$ cat src/rtl/core/lsi2c_pkg.sv
// ----------------------------------------------------------------------------
// lsi2c_pkg
// Shared types and codes of the LED shadow store with its I2C write master.
// ----------------------------------------------------------------------------
package lsi2c_pkg;

  typedef enum logic [1:0] {
    FUNC_SET   = 2'd0,
    FUNC_FLUSH = 2'd1,
    FUNC_TICK  = 2'd2,
    FUNC_NONE  = 2'd3
  } func_t;

  typedef enum logic [1:0] {
    CFG_DEV_ADDR   = 2'd0,
    CFG_FRAME_REG  = 2'd1,
    CFG_UPDATE_REG = 2'd2,
    CFG_UPDATE_VAL = 2'd3
  } cfg_idx_t;

  typedef enum logic [3:0] {
    PH_IDLE  = 4'd0,
    PH_STA_A = 4'd1,
    PH_STA_B = 4'd2,
    PH_STA_C = 4'd3,
    PH_BIT_A = 4'd4,
    PH_BIT_B = 4'd5,
    PH_BIT_C = 4'd6,
    PH_ACK_A = 4'd7,
    PH_ACK_B = 4'd8,
    PH_ACK_C = 4'd9,
    PH_STO_A = 4'd10,
    PH_STO_B = 4'd11,
    PH_STO_C = 4'd12
  } phase_t;

  typedef enum logic [1:0] {
    SDA_LOW  = 2'd0,
    SDA_HIGH = 2'd1,
    SDA_DATA = 2'd2
  } sda_src_t;

  typedef enum logic [2:0] {
    POS_HOLD      = 3'd0,
    POS_CLEAR     = 3'd1,
    POS_FIRST     = 3'd2,
    POS_NEXT_BIT  = 3'd3,
    POS_NEXT_BYTE = 3'd4,
    POS_TXN2      = 3'd5
  } pos_op_t;

  typedef struct packed {
    logic     store_we;
    logic     flush;
    pos_op_t  pos_op;
    logic     line_we;
    logic     scl;
    sda_src_t sda_src;
    logic     ack_we;
    logic     txn_set;
    logic     txn_clear;
  } cmd_t;

  typedef struct packed {
    logic dirty;
    logic last_bit;
    logic more_bytes;
    logic txn2;
  } sts_t;

  localparam logic [6:0] DEV_ADDR_RST   = 7'h3C;
  localparam logic [7:0] FRAME_REG_RST  = 8'h01;
  localparam logic [7:0] UPDATE_REG_RST = 8'h25;
  localparam logic [7:0] UPDATE_VAL_RST = 8'h01;

endpackage

$ cat src/rtl/core/led_shadow_i2c_flush_master_top.sv
// the result strobe follows each accepted item on the next cycle
// throughput: one item per cycle, busy never rises
// a tick moves the bus one phase, three to a bit, so a full flush takes
//   27 * (CHANNELS + 5) + 11 ticks after the flush item
// reset: synchronous; levels zero, store clean, bus idle with both lines released
// the receiver cannot stall the results
// ----------------------------------------------------------------------------
// led_shadow_i2c_flush_master_top
// LED level shadow store that flushes itself over a bit-banged I2C write.
// ----------------------------------------------------------------------------
module led_shadow_i2c_flush_master_top #(
  parameter int CHANNELS = 21
) (
  input  logic       clk,
  input  logic       rst,
  input  logic       start,
  output logic       busy,
  input  logic [1:0] func,
  input  logic [4:0] channel,
  input  logic [7:0] level,
  input  logic       sda_in,
  input  logic       cfg_we,
  input  logic [1:0] cfg_index,
  input  logic [7:0] cfg_data,
  output logic       done,
  output logic       scl_out,
  output logic       sda_out,
  output logic       busy_res,
  output logic       last_ack,
  output logic       dirty
);

  lsi2c_pkg::cmd_t cmd;
  lsi2c_pkg::sts_t sts;
  logic            accept;

  // every item completes in the cycle it is accepted
  assign busy   = 1'b0;
  assign accept = start && !busy;

  lsi2c_ctrl u_ctrl (
    .clk      (clk),
    .rst      (rst),
    .start    (accept),
    .func     (lsi2c_pkg::func_t'(func)),
    .sts      (sts),
    .cmd      (cmd),
    .busy_res (busy_res),
    .done     (done)
  );

  lsi2c_dpath #(
    .CHANNELS (CHANNELS)
  ) u_dpath (
    .clk       (clk),
    .rst       (rst),
    .cmd       (cmd),
    .channel   (channel),
    .level     (level),
    .sda_in    (sda_in),
    .cfg_we    (cfg_we),
    .cfg_index (lsi2c_pkg::cfg_idx_t'(cfg_index)),
    .cfg_data  (cfg_data),
    .sts       (sts),
    .scl_out   (scl_out),
    .sda_out   (sda_out),
    .last_ack  (last_ack),
    .dirty     (dirty)
  );

`ifndef ASSERT_OFF
  // idle bus leaves both lines released
  a_idle_lines: assert property (@(posedge clk) disable iff (rst)
    !busy_res |-> (scl_out && sda_out))
    else $error("lines not released while bus idle");

  // a flush that starts the bus always leaves the store clean
  a_flush_clean: assert property (@(posedge clk) disable iff (rst)
    (!$past(rst) && $rose(busy_res)) |-> !dirty)
    else $error("dirty flag still set after flush start");

  // the clock line only moves on a tick transfer
  a_scl_tick: assert property (@(posedge clk) disable iff (rst)
    (!$past(rst) && (scl_out != $past(scl_out)))
      |-> $past(accept && (func == lsi2c_pkg::FUNC_TICK)))
    else $error("clock line moved without a tick");

  // the store only turns dirty through a set transfer
  a_dirty_set: assert property (@(posedge clk) disable iff (rst)
    (!$past(rst) && $rose(dirty))
      |-> $past(accept && (func == lsi2c_pkg::FUNC_SET)))
    else $error("dirty flag set without a level write");
`endif

endmodule

$ cat src/rtl/core/lsi2c_ctrl.sv
// ----------------------------------------------------------------------------
// lsi2c_ctrl
// Bus phase state machine: decodes each item and commands the datapath.
// ----------------------------------------------------------------------------
module lsi2c_ctrl (
  input  logic                clk,
  input  logic                rst,
  input  logic                start,
  input  lsi2c_pkg::func_t    func,
  input  lsi2c_pkg::sts_t     sts,
  output lsi2c_pkg::cmd_t     cmd,
  output logic                busy_res,
  output logic                done
);

  lsi2c_pkg::phase_t phase;
  lsi2c_pkg::phase_t phase_next;

  always_ff @(posedge clk) begin
    if (rst) begin
      phase <= lsi2c_pkg::PH_IDLE;
      done  <= 1'b0;
    end else begin
      phase <= phase_next;
      done  <= start;
    end
  end

  assign busy_res = (phase != lsi2c_pkg::PH_IDLE);

  always_comb begin
    phase_next = phase;
    cmd        = '0;
    if (start) begin
      unique case (func)
        lsi2c_pkg::FUNC_SET: begin
          cmd.store_we = 1'b1;
        end
        lsi2c_pkg::FUNC_FLUSH: begin
          if (sts.dirty && (phase == lsi2c_pkg::PH_IDLE)) begin
            phase_next    = lsi2c_pkg::PH_STA_A;
            cmd.flush     = 1'b1;
            cmd.pos_op    = lsi2c_pkg::POS_CLEAR;
            cmd.txn_clear = 1'b1;
            cmd.line_we   = 1'b1;
            cmd.scl       = 1'b1;
            cmd.sda_src   = lsi2c_pkg::SDA_HIGH;
          end
        end
        lsi2c_pkg::FUNC_TICK: begin
          cmd.line_we = (phase != lsi2c_pkg::PH_IDLE);
          unique case (phase)
            lsi2c_pkg::PH_STA_A: begin
              phase_next = lsi2c_pkg::PH_STA_B;
              cmd.scl = 1'b1;  cmd.sda_src = lsi2c_pkg::SDA_LOW;
            end
            lsi2c_pkg::PH_STA_B: begin
              phase_next = lsi2c_pkg::PH_STA_C;
              cmd.scl = 1'b0;  cmd.sda_src = lsi2c_pkg::SDA_LOW;
            end
            lsi2c_pkg::PH_STA_C: begin
              phase_next = lsi2c_pkg::PH_BIT_A;
              cmd.pos_op = lsi2c_pkg::POS_FIRST;
              cmd.scl = 1'b0;  cmd.sda_src = lsi2c_pkg::SDA_DATA;
            end
            lsi2c_pkg::PH_BIT_A: begin
              phase_next = lsi2c_pkg::PH_BIT_B;
              cmd.scl = 1'b1;  cmd.sda_src = lsi2c_pkg::SDA_DATA;
            end
            lsi2c_pkg::PH_BIT_B: begin
              phase_next = lsi2c_pkg::PH_BIT_C;
              cmd.scl = 1'b0;  cmd.sda_src = lsi2c_pkg::SDA_DATA;
            end
            lsi2c_pkg::PH_BIT_C: begin
              if (!sts.last_bit) begin
                phase_next = lsi2c_pkg::PH_BIT_A;
                cmd.pos_op = lsi2c_pkg::POS_NEXT_BIT;
                cmd.scl = 1'b0;  cmd.sda_src = lsi2c_pkg::SDA_DATA;
              end else begin
                phase_next = lsi2c_pkg::PH_ACK_A;
                cmd.scl = 1'b0;  cmd.sda_src = lsi2c_pkg::SDA_HIGH;
              end
            end
            lsi2c_pkg::PH_ACK_A: begin
              phase_next = lsi2c_pkg::PH_ACK_B;
              cmd.scl = 1'b1;  cmd.sda_src = lsi2c_pkg::SDA_HIGH;
            end
            lsi2c_pkg::PH_ACK_B: begin
              phase_next = lsi2c_pkg::PH_ACK_C;
              cmd.ack_we = 1'b1;
              cmd.scl = 1'b0;  cmd.sda_src = lsi2c_pkg::SDA_HIGH;
            end
            lsi2c_pkg::PH_ACK_C: begin
              if (sts.more_bytes) begin
                phase_next = lsi2c_pkg::PH_BIT_A;
                cmd.pos_op = lsi2c_pkg::POS_NEXT_BYTE;
                cmd.scl = 1'b0;  cmd.sda_src = lsi2c_pkg::SDA_DATA;
              end else begin
                phase_next = lsi2c_pkg::PH_STO_A;
                cmd.scl = 1'b0;  cmd.sda_src = lsi2c_pkg::SDA_LOW;
              end
            end
            lsi2c_pkg::PH_STO_A: begin
              phase_next = lsi2c_pkg::PH_STO_B;
              cmd.scl = 1'b1;  cmd.sda_src = lsi2c_pkg::SDA_LOW;
            end
            lsi2c_pkg::PH_STO_B: begin
              cmd.scl = 1'b1;  cmd.sda_src = lsi2c_pkg::SDA_HIGH;
              if (sts.txn2) begin
                phase_next    = lsi2c_pkg::PH_IDLE;
                cmd.txn_clear = 1'b1;
              end else begin
                phase_next = lsi2c_pkg::PH_STO_C;
              end
            end
            lsi2c_pkg::PH_STO_C: begin
              // second transaction restarts from the device address
              phase_next  = lsi2c_pkg::PH_STA_A;
              cmd.txn_set = 1'b1;
              cmd.pos_op  = lsi2c_pkg::POS_TXN2;
              cmd.scl = 1'b1;  cmd.sda_src = lsi2c_pkg::SDA_HIGH;
            end
            default: begin
              cmd.line_we = 1'b0;
            end
          endcase
        end
        default: begin
        end
      endcase
    end
  end

endmodule

$ cat src/rtl/core/lsi2c_dpath.sv
// ----------------------------------------------------------------------------
// lsi2c_dpath
// Level store, configuration registers, byte and bit positions, bus lines.
// ----------------------------------------------------------------------------
module lsi2c_dpath #(
  parameter int CHANNELS = 21
) (
  input  logic                  clk,
  input  logic                  rst,
  input  lsi2c_pkg::cmd_t       cmd,
  input  logic [4:0]            channel,
  input  logic [7:0]            level,
  input  logic                  sda_in,
  input  logic                  cfg_we,
  input  lsi2c_pkg::cfg_idx_t   cfg_index,
  input  logic [7:0]            cfg_data,
  output lsi2c_pkg::sts_t       sts,
  output logic                  scl_out,
  output logic                  sda_out,
  output logic                  last_ack,
  output logic                  dirty
);

  localparam int BYTE_W = $clog2(CHANNELS + 2);
  localparam int IDX_W  = (CHANNELS > 1) ? $clog2(CHANNELS) : 1;
  localparam logic [BYTE_W:0] TXN1_BYTES = (BYTE_W + 1)'(CHANNELS + 2);
  localparam logic [BYTE_W:0] TXN2_BYTES = (BYTE_W + 1)'(3);

  logic [6:0]        dev_addr;
  logic [7:0]        frame_reg;
  logic [7:0]        update_reg;
  logic [7:0]        update_val;
  logic [7:0]        store [CHANNELS];
  logic              txn2;
  logic [BYTE_W-1:0] byte_pos;
  logic [BYTE_W-1:0] byte_pos_next;
  logic [2:0]        bit_pos;
  logic [2:0]        bit_pos_next;
  logic [BYTE_W-1:0] lvl_off;
  logic [7:0]        tx_byte;
  logic              data_bit;
  logic              set_hit;
  logic              sda_sel;

  // configuration
  always_ff @(posedge clk) begin
    if (rst) begin
      dev_addr   <= lsi2c_pkg::DEV_ADDR_RST;
      frame_reg  <= lsi2c_pkg::FRAME_REG_RST;
      update_reg <= lsi2c_pkg::UPDATE_REG_RST;
      update_val <= lsi2c_pkg::UPDATE_VAL_RST;
    end else if (cfg_we) begin
      unique case (cfg_index)
        lsi2c_pkg::CFG_DEV_ADDR:   dev_addr   <= cfg_data[6:0];
        lsi2c_pkg::CFG_FRAME_REG:  frame_reg  <= cfg_data;
        lsi2c_pkg::CFG_UPDATE_REG: update_reg <= cfg_data;
        lsi2c_pkg::CFG_UPDATE_VAL: update_val <= cfg_data;
        default: begin
        end
      endcase
    end
  end

  // a set only counts when it lands in range and changes the value
  assign set_hit = cmd.store_we && (channel < 5'(CHANNELS))
                   && (store[channel[IDX_W-1:0]] != level);

  always_ff @(posedge clk) begin
    if (rst) begin
      for (int i = 0; i < CHANNELS; i++) begin
        store[i] <= '0;
      end
    end else if (set_hit) begin
      store[channel[IDX_W-1:0]] <= level;
    end
  end

  always_comb begin
    byte_pos_next = byte_pos;
    bit_pos_next  = bit_pos;
    unique case (cmd.pos_op)
      lsi2c_pkg::POS_HOLD: begin
      end
      lsi2c_pkg::POS_CLEAR: begin
        byte_pos_next = '0;
        bit_pos_next  = '0;
      end
      lsi2c_pkg::POS_FIRST: begin
        byte_pos_next = '0;
        bit_pos_next  = 3'd7;
      end
      lsi2c_pkg::POS_NEXT_BIT: begin
        bit_pos_next = bit_pos - 3'd1;
      end
      lsi2c_pkg::POS_NEXT_BYTE: begin
        byte_pos_next = byte_pos + BYTE_W'(1);
        bit_pos_next  = 3'd7;
      end
      lsi2c_pkg::POS_TXN2: begin
        byte_pos_next = '0;
      end
      default: begin
      end
    endcase
  end

  // byte on the wire, picked from the position after this phase
  assign lvl_off = byte_pos_next - BYTE_W'(2);

  always_comb begin
    if (byte_pos_next == '0) begin
      tx_byte = {dev_addr, 1'b0};
    end else if (txn2) begin
      tx_byte = (byte_pos_next == BYTE_W'(1)) ? update_reg : update_val;
    end else if (byte_pos_next == BYTE_W'(1)) begin
      tx_byte = frame_reg;
    end else if (lvl_off < BYTE_W'(CHANNELS)) begin
      tx_byte = store[lvl_off[IDX_W-1:0]];
    end else begin
      tx_byte = '0;
    end
  end

  assign data_bit = tx_byte[bit_pos_next];

  always_comb begin
    unique case (cmd.sda_src)
      lsi2c_pkg::SDA_LOW:  sda_sel = 1'b0;
      lsi2c_pkg::SDA_HIGH: sda_sel = 1'b1;
      lsi2c_pkg::SDA_DATA: sda_sel = data_bit;
      default:             sda_sel = 1'b1;
    endcase
  end

  always_ff @(posedge clk) begin
    if (rst) begin
      byte_pos <= '0;
      bit_pos  <= '0;
      txn2     <= 1'b0;
      scl_out  <= 1'b1;
      sda_out  <= 1'b1;
      last_ack <= 1'b0;
      dirty    <= 1'b0;
    end else begin
      byte_pos <= byte_pos_next;
      bit_pos  <= bit_pos_next;
      if (cmd.txn_set) begin
        txn2 <= 1'b1;
      end else if (cmd.txn_clear) begin
        txn2 <= 1'b0;
      end
      if (cmd.line_we) begin
        scl_out <= cmd.scl;
        sda_out <= sda_sel;
      end
      if (cmd.ack_we) begin
        last_ack <= !sda_in;
      end
      if (set_hit) begin
        dirty <= 1'b1;
      end else if (cmd.flush) begin
        dirty <= 1'b0;
      end
    end
  end

  assign sts.dirty      = dirty;
  assign sts.last_bit   = (bit_pos == 3'd0);
  assign sts.more_bytes = ({1'b0, byte_pos} + (BYTE_W + 1)'(1))
                          < (txn2 ? TXN2_BYTES : TXN1_BYTES);
  assign sts.txn2       = txn2;

endmodule
$ cat config.mk
export PLATFORM = sky130hd
export DESIGN_NAME = led_shadow_i2c_flush_master_top
export DESIGN_NICKNAME = d
export VERILOG_FILES = /design/src/rtl/core/lsi2c_pkg.sv /design/src/rtl/core/led_shadow_i2c_flush_master_top.sv /design/src/rtl/core/lsi2c_ctrl.sv /design/src/rtl/core/lsi2c_dpath.sv
export SDC_FILE = /design/constraint.sdc
export NUM_CORES = 1
export LEC_CHECK = 0
export BUFFER_PORTS_ARGS = -buffer_cell sky130_fd_sc_hd__clkbuf_2
export CORE_UTILIZATION = 35
export CTS_CLUSTER_DIAMETER = 50
export DETAILED_ROUTE_END_ITERATION = 10
export GPL_ROUTABILITY_DRIVEN = 0
export SYNTH_ARGS = -nofsm -noshare
export SYNTH_HDL_FRONTEND = slang
export SYNTH_SLANG_ARGS = --single-unit
$ cat constraint.sdc
create_clock -name clk -period 6.9 [get_ports clk]
set_input_delay 0.345 -clock clk [delete_from_list [all_inputs] [get_ports clk]]
set_output_delay 0.345 -clock clk [all_outputs]
set_load 0.05 [all_outputs]
# == Word-level counts from Yosys, hierarchy flattened ==
# Memories as Yosys holds them, arrays and structs flattened.
# Cells that the tools add are included.
# word_totals
regBits,49
ram_bits,168
input_bits,30
out_inout_bits,7
word_cells,123
n_memories,1
# classes
addsub,4
n_lt_le_gt_ge,4
eq_ne,27
muxes,48
reduce_logical,26
# memory_table
memory,depth,word_bits,read_ports,rd_ports_with_merged_regs,write_ports,line_no,text
u_dpath.store,21,8,2,0,21,lsi2c_dpath.sv:33,logic [7:0] store [CHANNELS];
# ops
op,n
$mux W8,7
$pmux W4 S12,1
$pmux W3 S7,1
$eq A4 B4 Y1 const B,5
$mux W1,19
$eq A4 B3 Y1 const B,4
$pmux W7 S2,1
$ne A13 B13 Y1 const B,1
$mux W12,1
$mux W4,3
$pmux W3 S4,1
$reduce_or A12 Y1,1
$lt A5 B5 Y1 const B,2
$mux W2,5
$mux W5,2
$pmux W5 S2,1
$pmux W3 S3,1
$eq A2 B2 Y1 const B,4
$eq A4 B2 Y1 const B,2
$ne A8 B8 Y1,1
$pmux W4 S2,1
$reduce_and A2 Y1,4
$reduce_or A8 Y1,1
$add A5 B1 Y6 const B,1
other kinds (26),39

# == Logic depth before layout (Yosys ltp) ==
# logic_depth
ltp_word,18
depth_mapped,24
mapped_depth_nobuf,20

# == Modules after synthesis ==
# A second synthesis with hierarchy kept.
# hier_totals
hier_cells,1469
area_unflattened_um2,16497.1
# modules_own_cells
mod,instances,cells_per_inst,area_per_inst_um2,seq_area_each_um2
lsi2c_dpath,1,1360,15733.8,8568.2
lsi2c_ctrl,1,107,752.0,100.1
led_shadow_i2c_flush_master_top,1,2,11.3,0.0

# == Least setup slack after synthesis ==
# Ideal clock, no wire load.
# synth_timing
kind,flip-flop to flip-flop
startpoint,register u_dpath.byte_pos[1]
endpoint,register u_dpath.sda_out
setup_ns,0.087
arrival_time_ns,4.367
required_time_ns,6.813
setup_slack_ns,2.446
path_stages_with_launch,25
path_buffers,4
period_less_slack_ns,4.454
cell_sequence,dfxtp_1 > ha_1 > nand3_1 > xnor2_1 > ha_1 > nor2_1 > o211ai_1 > o211ai_2 > nand3_1 > nand2_1 > nand2_1 > inv_2 > buf_4 > buf_2 > buf_2 > ha_1 > nor3b_1 > a211oi_4 > or2_1 > buf_6 > a221oi_2 > o31ai_1 > a221oi_1 > a31oi_1 > o31ai_1
# synth_between
elab_chain_len,18
word_cells_on_any_way,33
cone_classes,add/sub (3); order compare (2); eq/ne (7); mux (16); reduce/logical (4); memory (1)
# synth_lines
element,line_no,text
start: declaration,lsi2c_dpath.sv:35,logic [BYTE_W-1:0] byte_pos;
start signal: assignment,lsi2c_dpath.sv:145,byte_pos <= byte_pos_next;
$add A5 B1 Y6,lsi2c_dpath.sv:169,"assign sts.more_bytes = ({1'b0, byte_pos} + (BYTE_W + 1)'(1))"
$lt A6 B6 Y1,lsi2c_dpath.sv:170,< (txn2 ? TXN2_BYTES : TXN1_BYTES);
$mux W3,lsi2c_ctrl.sv:94,if (sts.more_bytes) begin
$pmux W3 S4,lsi2c_ctrl.sv:52,unique case (phase)
$pmux W7 S2,lsi2c_ctrl.sv:35,unique case (func)
$mux W12,lsi2c_ctrl.sv:34,if (start) begin
$eq A3 B3 Y1 (tied with other cells),lsi2c_dpath.sv:81,unique case (cmd.pos_op)
$reduce_or A3 Y1 (no source line),--,
[1 not listed],--,
net u_dpath.byte_pos_next[1],lsi2c_dpath.sv:36,logic [BYTE_W-1:0] byte_pos_next;
[1 not listed],--,
$mem_v2 Z21 W8 or $lt A5 B5 Y1 (tied branches),--,
$mux W8,lsi2c_dpath.sv:117,end else if (lvl_off < BYTE_W'(CHANNELS)) begin
$mux W8,lsi2c_dpath.sv:115,end else if (byte_pos_next == BYTE_W'(1)) begin
$mux W8,lsi2c_dpath.sv:113,end else if (txn2) begin
$mux W8 (*),lsi2c_dpath.sv:111,if (byte_pos_next == '0) begin
$bmux W1 S3 (*),lsi2c_dpath.sv:124,assign data_bit = tx_byte[bit_pos_next];
$mux W1 (implied by the code) (*),lsi2c_dpath.sv:124,
$pmux W1 S2 (*),lsi2c_dpath.sv:127,unique case (cmd.sda_src)
end signal: assignment,lsi2c_dpath.sv:154,sda_out <= sda_sel;
end: declaration,lsi2c_dpath.sv:19,"output logic sda_out,"
# Mark *: on every way through the listed nets, which the timed path passes. The rest lies on a longest branch. The select of a mux whose other input is x is not followed.
# A chain may end at the register's enable or synchronous reset.

# == Worst setup path in the final report ==
# layout_timing
startpoint,register u_dpath.byte_pos[0]
endpoint,register u_dpath.sda_out
# layout_between
elab_chain_len,18
word_cells_on_any_way,33
cone_classes,add/sub (3); order compare (2); eq/ne (7); mux (16); reduce/logical (4); memory (1)
# layout_lines
element,line_no
$add A5 B1 Y6,lsi2c_dpath.sv:169
$lt A6 B6 Y1,lsi2c_dpath.sv:170
$mux W3,lsi2c_ctrl.sv:94
$pmux W3 S4,lsi2c_ctrl.sv:52
$pmux W7 S2,lsi2c_ctrl.sv:35
$mux W12,lsi2c_ctrl.sv:34
$eq A3 B3 Y1 (tied with other cells),lsi2c_dpath.sv:81
$reduce_or A3 Y1 (no source line),--
[2 not listed],--
$mem_v2 Z21 W8 or $lt A5 B5 Y1 (tied branches),--
$mux W8,lsi2c_dpath.sv:117
$mux W8,lsi2c_dpath.sv:115
$mux W8,lsi2c_dpath.sv:113
$mux W8,lsi2c_dpath.sv:111
$bmux W1 S3,lsi2c_dpath.sv:124
$mux W1 (implied by the code),lsi2c_dpath.sv:124
$pmux W1 S2 (*),lsi2c_dpath.sv:127
# Every way passes the cells marked *; elsewhere a longest branch is shown, timed or not. The select of a mux whose other input is x is not followed.

==> qor.csv <==
metric,value,unit
CTS Root Cell,clkbuf_16,
critical path class,register to register,
Synthesis Warnings,0,
Total Nets Final,1496,
# rows,78,
Antenna Cells,0,
Synth Cell Area,16400,sq um
Async SR Flop Fraction,0,
synthesized area per cell,12.0,sq um
Critical-path top delay cell,nor4_1,
Max VDD drop,0.154,mV
fin crit period,5460,ps
DIE AREA,47700,sq um
vias in the first global route,11100,
FF-to-FF setup slack,1440,ps
Pleak,6.51,nW
CP Depth,18,
total wire length,46.9,mm
DRC viols,0,
worst r2r dst,u_dpath.sda_out,
post-CTS resize count,0,
dominant cells by area after synthesis,"edfxtp_1 47%, mux4_2 10%, and2_1 6.6%, dfxtp_1 6.0%, nand2_1 3.7%",
Commonest cells post-synth,"256 x edfxtp_1, 172 x and2_1, 163 x nand2_1",
dpl ws,1590,ps
Ports,37,
CP max FO,16,
Min-Delay Path Class,input pin to register,
Fin. Hold Viols,0,
Yosys reg bits,305,
TritonCTS clock tree,yes,
CTS HTree Levels,2,
post-synth top area share,0.469,
Worst EP required,7290,ps
Layout Skew,30.8,ps
placed cells,2016,
"Reg clk slew, reported paths",50,ps
critical path's most frequent cell,ha_1,
count of final max-slew check failures,0,
initial DRC count,1297,
TritonCTS Buffers,36,
Worst slew margin,0.119,
Achievable Freq,0.183,GHz
max reg flops,256,
Synth cell types,79,
start point of the critical path,u_dpath.byte_pos[0],
layout cell share with drive strength beyond 1,0.149,
Worst Path Arrival,5850,ps
WL/cell,22.5,microns
Syn Inst Count,1370,
Synth Flop Type,edfxtp_1,
largest net degree at the start of global routing,76,
total gr overflow,0,
global-route wire length before repair,70.7,mm
Setup crit end kind,register,
Vias/cell,5.59,
"Seq/Total Area, Yosys",0.529,
Worst setup endpoint,u_dpath.sda_out,
Synth-to-Final Area Change,12.9,%
largest area contributor in the netlist,edfxtp_1,
vias,11600,
Post-synth EDFFs,256,
initial antenna violation count,1,
worst path cell trace,ha_1 -> nand3_1 -> xnor2_1 -> ha_1 -> nor2_1 -> o211ai_1 -> o211ai_2 -> nand3_1 -> o21ai_1 -> a21oi_1 -> ha_1 -> inv_1 -> nand2_1 -> a221oi_1 -> nor4_1 -> o211ai_2 -> o32ai_1 -> o31ai_1,
Die X-Extent,218,microns
Top reg by flops,u_dpath.store,
GRT Overall Usage,0.198,
cell area power density,243,nW/um^2
Final ANT Viol Nets,0,
RSZ-0062 raised after global routing,false,
Initial DRT Pass Iterations,5,
number of max-cap violations,0,
status,finished clean,
post-route setup slack,1440,ps
Final HPWL DP,31.8,mm
Max Buffers Root-to-Sink,3,
worst skew pair latency,550,ps
startpoint type of the worst setup path,register,
Worst Tran Pin Value,1310,ps
Tcrit/Tclk final,0.791,
Final TNS setup,0,ps
most numerous cell in the Yosys netlist,edfxtp_1,
port bufs,35,
clock sinks,305,
Layout Cells excl Fill,2083,
Filler cells,4315,
critical path's top delay family,simple AND/OR/NAND/NOR gates,
Chip Height,218,microns
worst path bufs/invs,1,
Core Box Area,45800,sq um
reg-to-reg startpoint,u_dpath.byte_pos[0],
Critical Path Max Stage Delay,820,ps
final setup vio count,0,
R2R cell count,18,
starting density of the core,0.358,
placed cells by master (no fill, tap or decap), types with 6 or more instances in the layout:
cell type / count
nand4_1: 6
o21ai_0: 24
nor2_1: 73
mux4_2: 74
o211ai_1: 11
nor2b_1: 18
a221oi_1: 18
nand2_1: 163
and2_1: 172
conb_1: 89
clkbuf_16: 36
dfxtp_1: 49
buf_4: 24
nand3b_1: 7
a22oi_1: 6
ha_1: 11
or2_1: 22
nor4_1: 7
a21oi_1: 75
nor3_1: 11
o22ai_1: 12
o21ai_1: 6
mux2_2: 10
o31ai_1: 8
inv_1: 15
clkbuf_1: 10
edfxtp_1: 256
mux2i_1: 49
a32o_1: 18
a211o_1: 7
nand3_1: 14
nand2b_1: 12
a31oi_1: 11
clkinv_2: 6
nor3b_1: 8
clkbuf_2: 33
a211oi_1: 13
cell type report:
type	count	area (sq um)	area share
repair buffers	58	355	0.0192
clock inverters	19	161	0.00873
inverters	16	60.1	0.00325
multi-input cells	1038	7540	0.408
clock buffers	47	952	0.0515
flip-flops and latches	305	8670	0.469
well taps	600	751	0.0406
cell families (layout without fill, tap and decap cells):
| logic type | count (synthesis) | count (layout) | share of synthesized area |
|---|---|---|---|
| and+or+nand+nor | 534 | 534 | 0.169 |
| muxes | 134 | 134 | 0.139 |
| buffers and inverters | 115 | 140 | 0.0319 |
| DFF | 305 | 305 | 0.529 |
| AOI/OAI and AO/OA | 258 | 258 | 0.114 |
| xor gates and xnor gates | 12 | 12 | 0.00802 |
| adders and majority gates | 11 | 11 | 0.00840 |
| other | 1 | 89 | 0.000229 |
power breakdown:
part           total [mW]  internal (mW)  switching (mW)
combinational       0.514          0.200           0.313
clock                1.80           1.03           0.776
sequential           2.17           2.10          0.0639
total                4.48           3.33            1.15
stage by stage:
step	power, mW	hold WS, ps	utilization	instance area [sq um]
2_1_floorplan	2.52	433	-	16700
3_3_place_gp	2.70	439	0.379	17400
3_5_place_dp	2.71	446	0.379	17400
4_1_cts	4.51	64.0	0.404	18500
5_1_grt	4.63	91.7	0.404	18500
6_report	4.48	76.7	0.404	18500
worst min path at each step:
stage	endpoint	start	cells past startpoint	slack (ps)
detailed placement	u_dpath.update_val[3]	u_dpath.update_val[3]	2	450
CTS	u_dpath.update_reg[7]	cfg_data[7]	3	60
global placement	u_dpath.update_val[1]	u_dpath.update_val[1]	2	440
floorplan	u_dpath.update_val[1]	u_dpath.update_val[1]	2	430
global route	u_dpath.dev_addr[4]	cfg_data[4]	2	90
finish	u_dpath.dev_addr[4]	cfg_data[4]	2	80
worst register-to-register path: cells and delay by family, from the launching register on:
family | cells | cell delay (ps)
xor+xnor | 1 | 240
flops | 1 | 520
simple gates | 5 | 1700
compound gates | 8 | 1250
fa+ha+maj | 3 | 1320
buf+inv | 1 | 300
metal layers:
metal	track usage	part of all wire	up-vias
met4	0.0643	0.030	0
met2	0.317	0.47	504
met1	0.266	0.42	5801
li1	-	-	5250
met3	0.0405	0.080	86
met5	0	0	-
repair_timing:
action                                 4_1_cts  5_1_grt
hold buffers                                 1        0
buffers inserted                             0        0
endpoints found under the hold margin        1        0
Power figures use the tool's default switching activity.
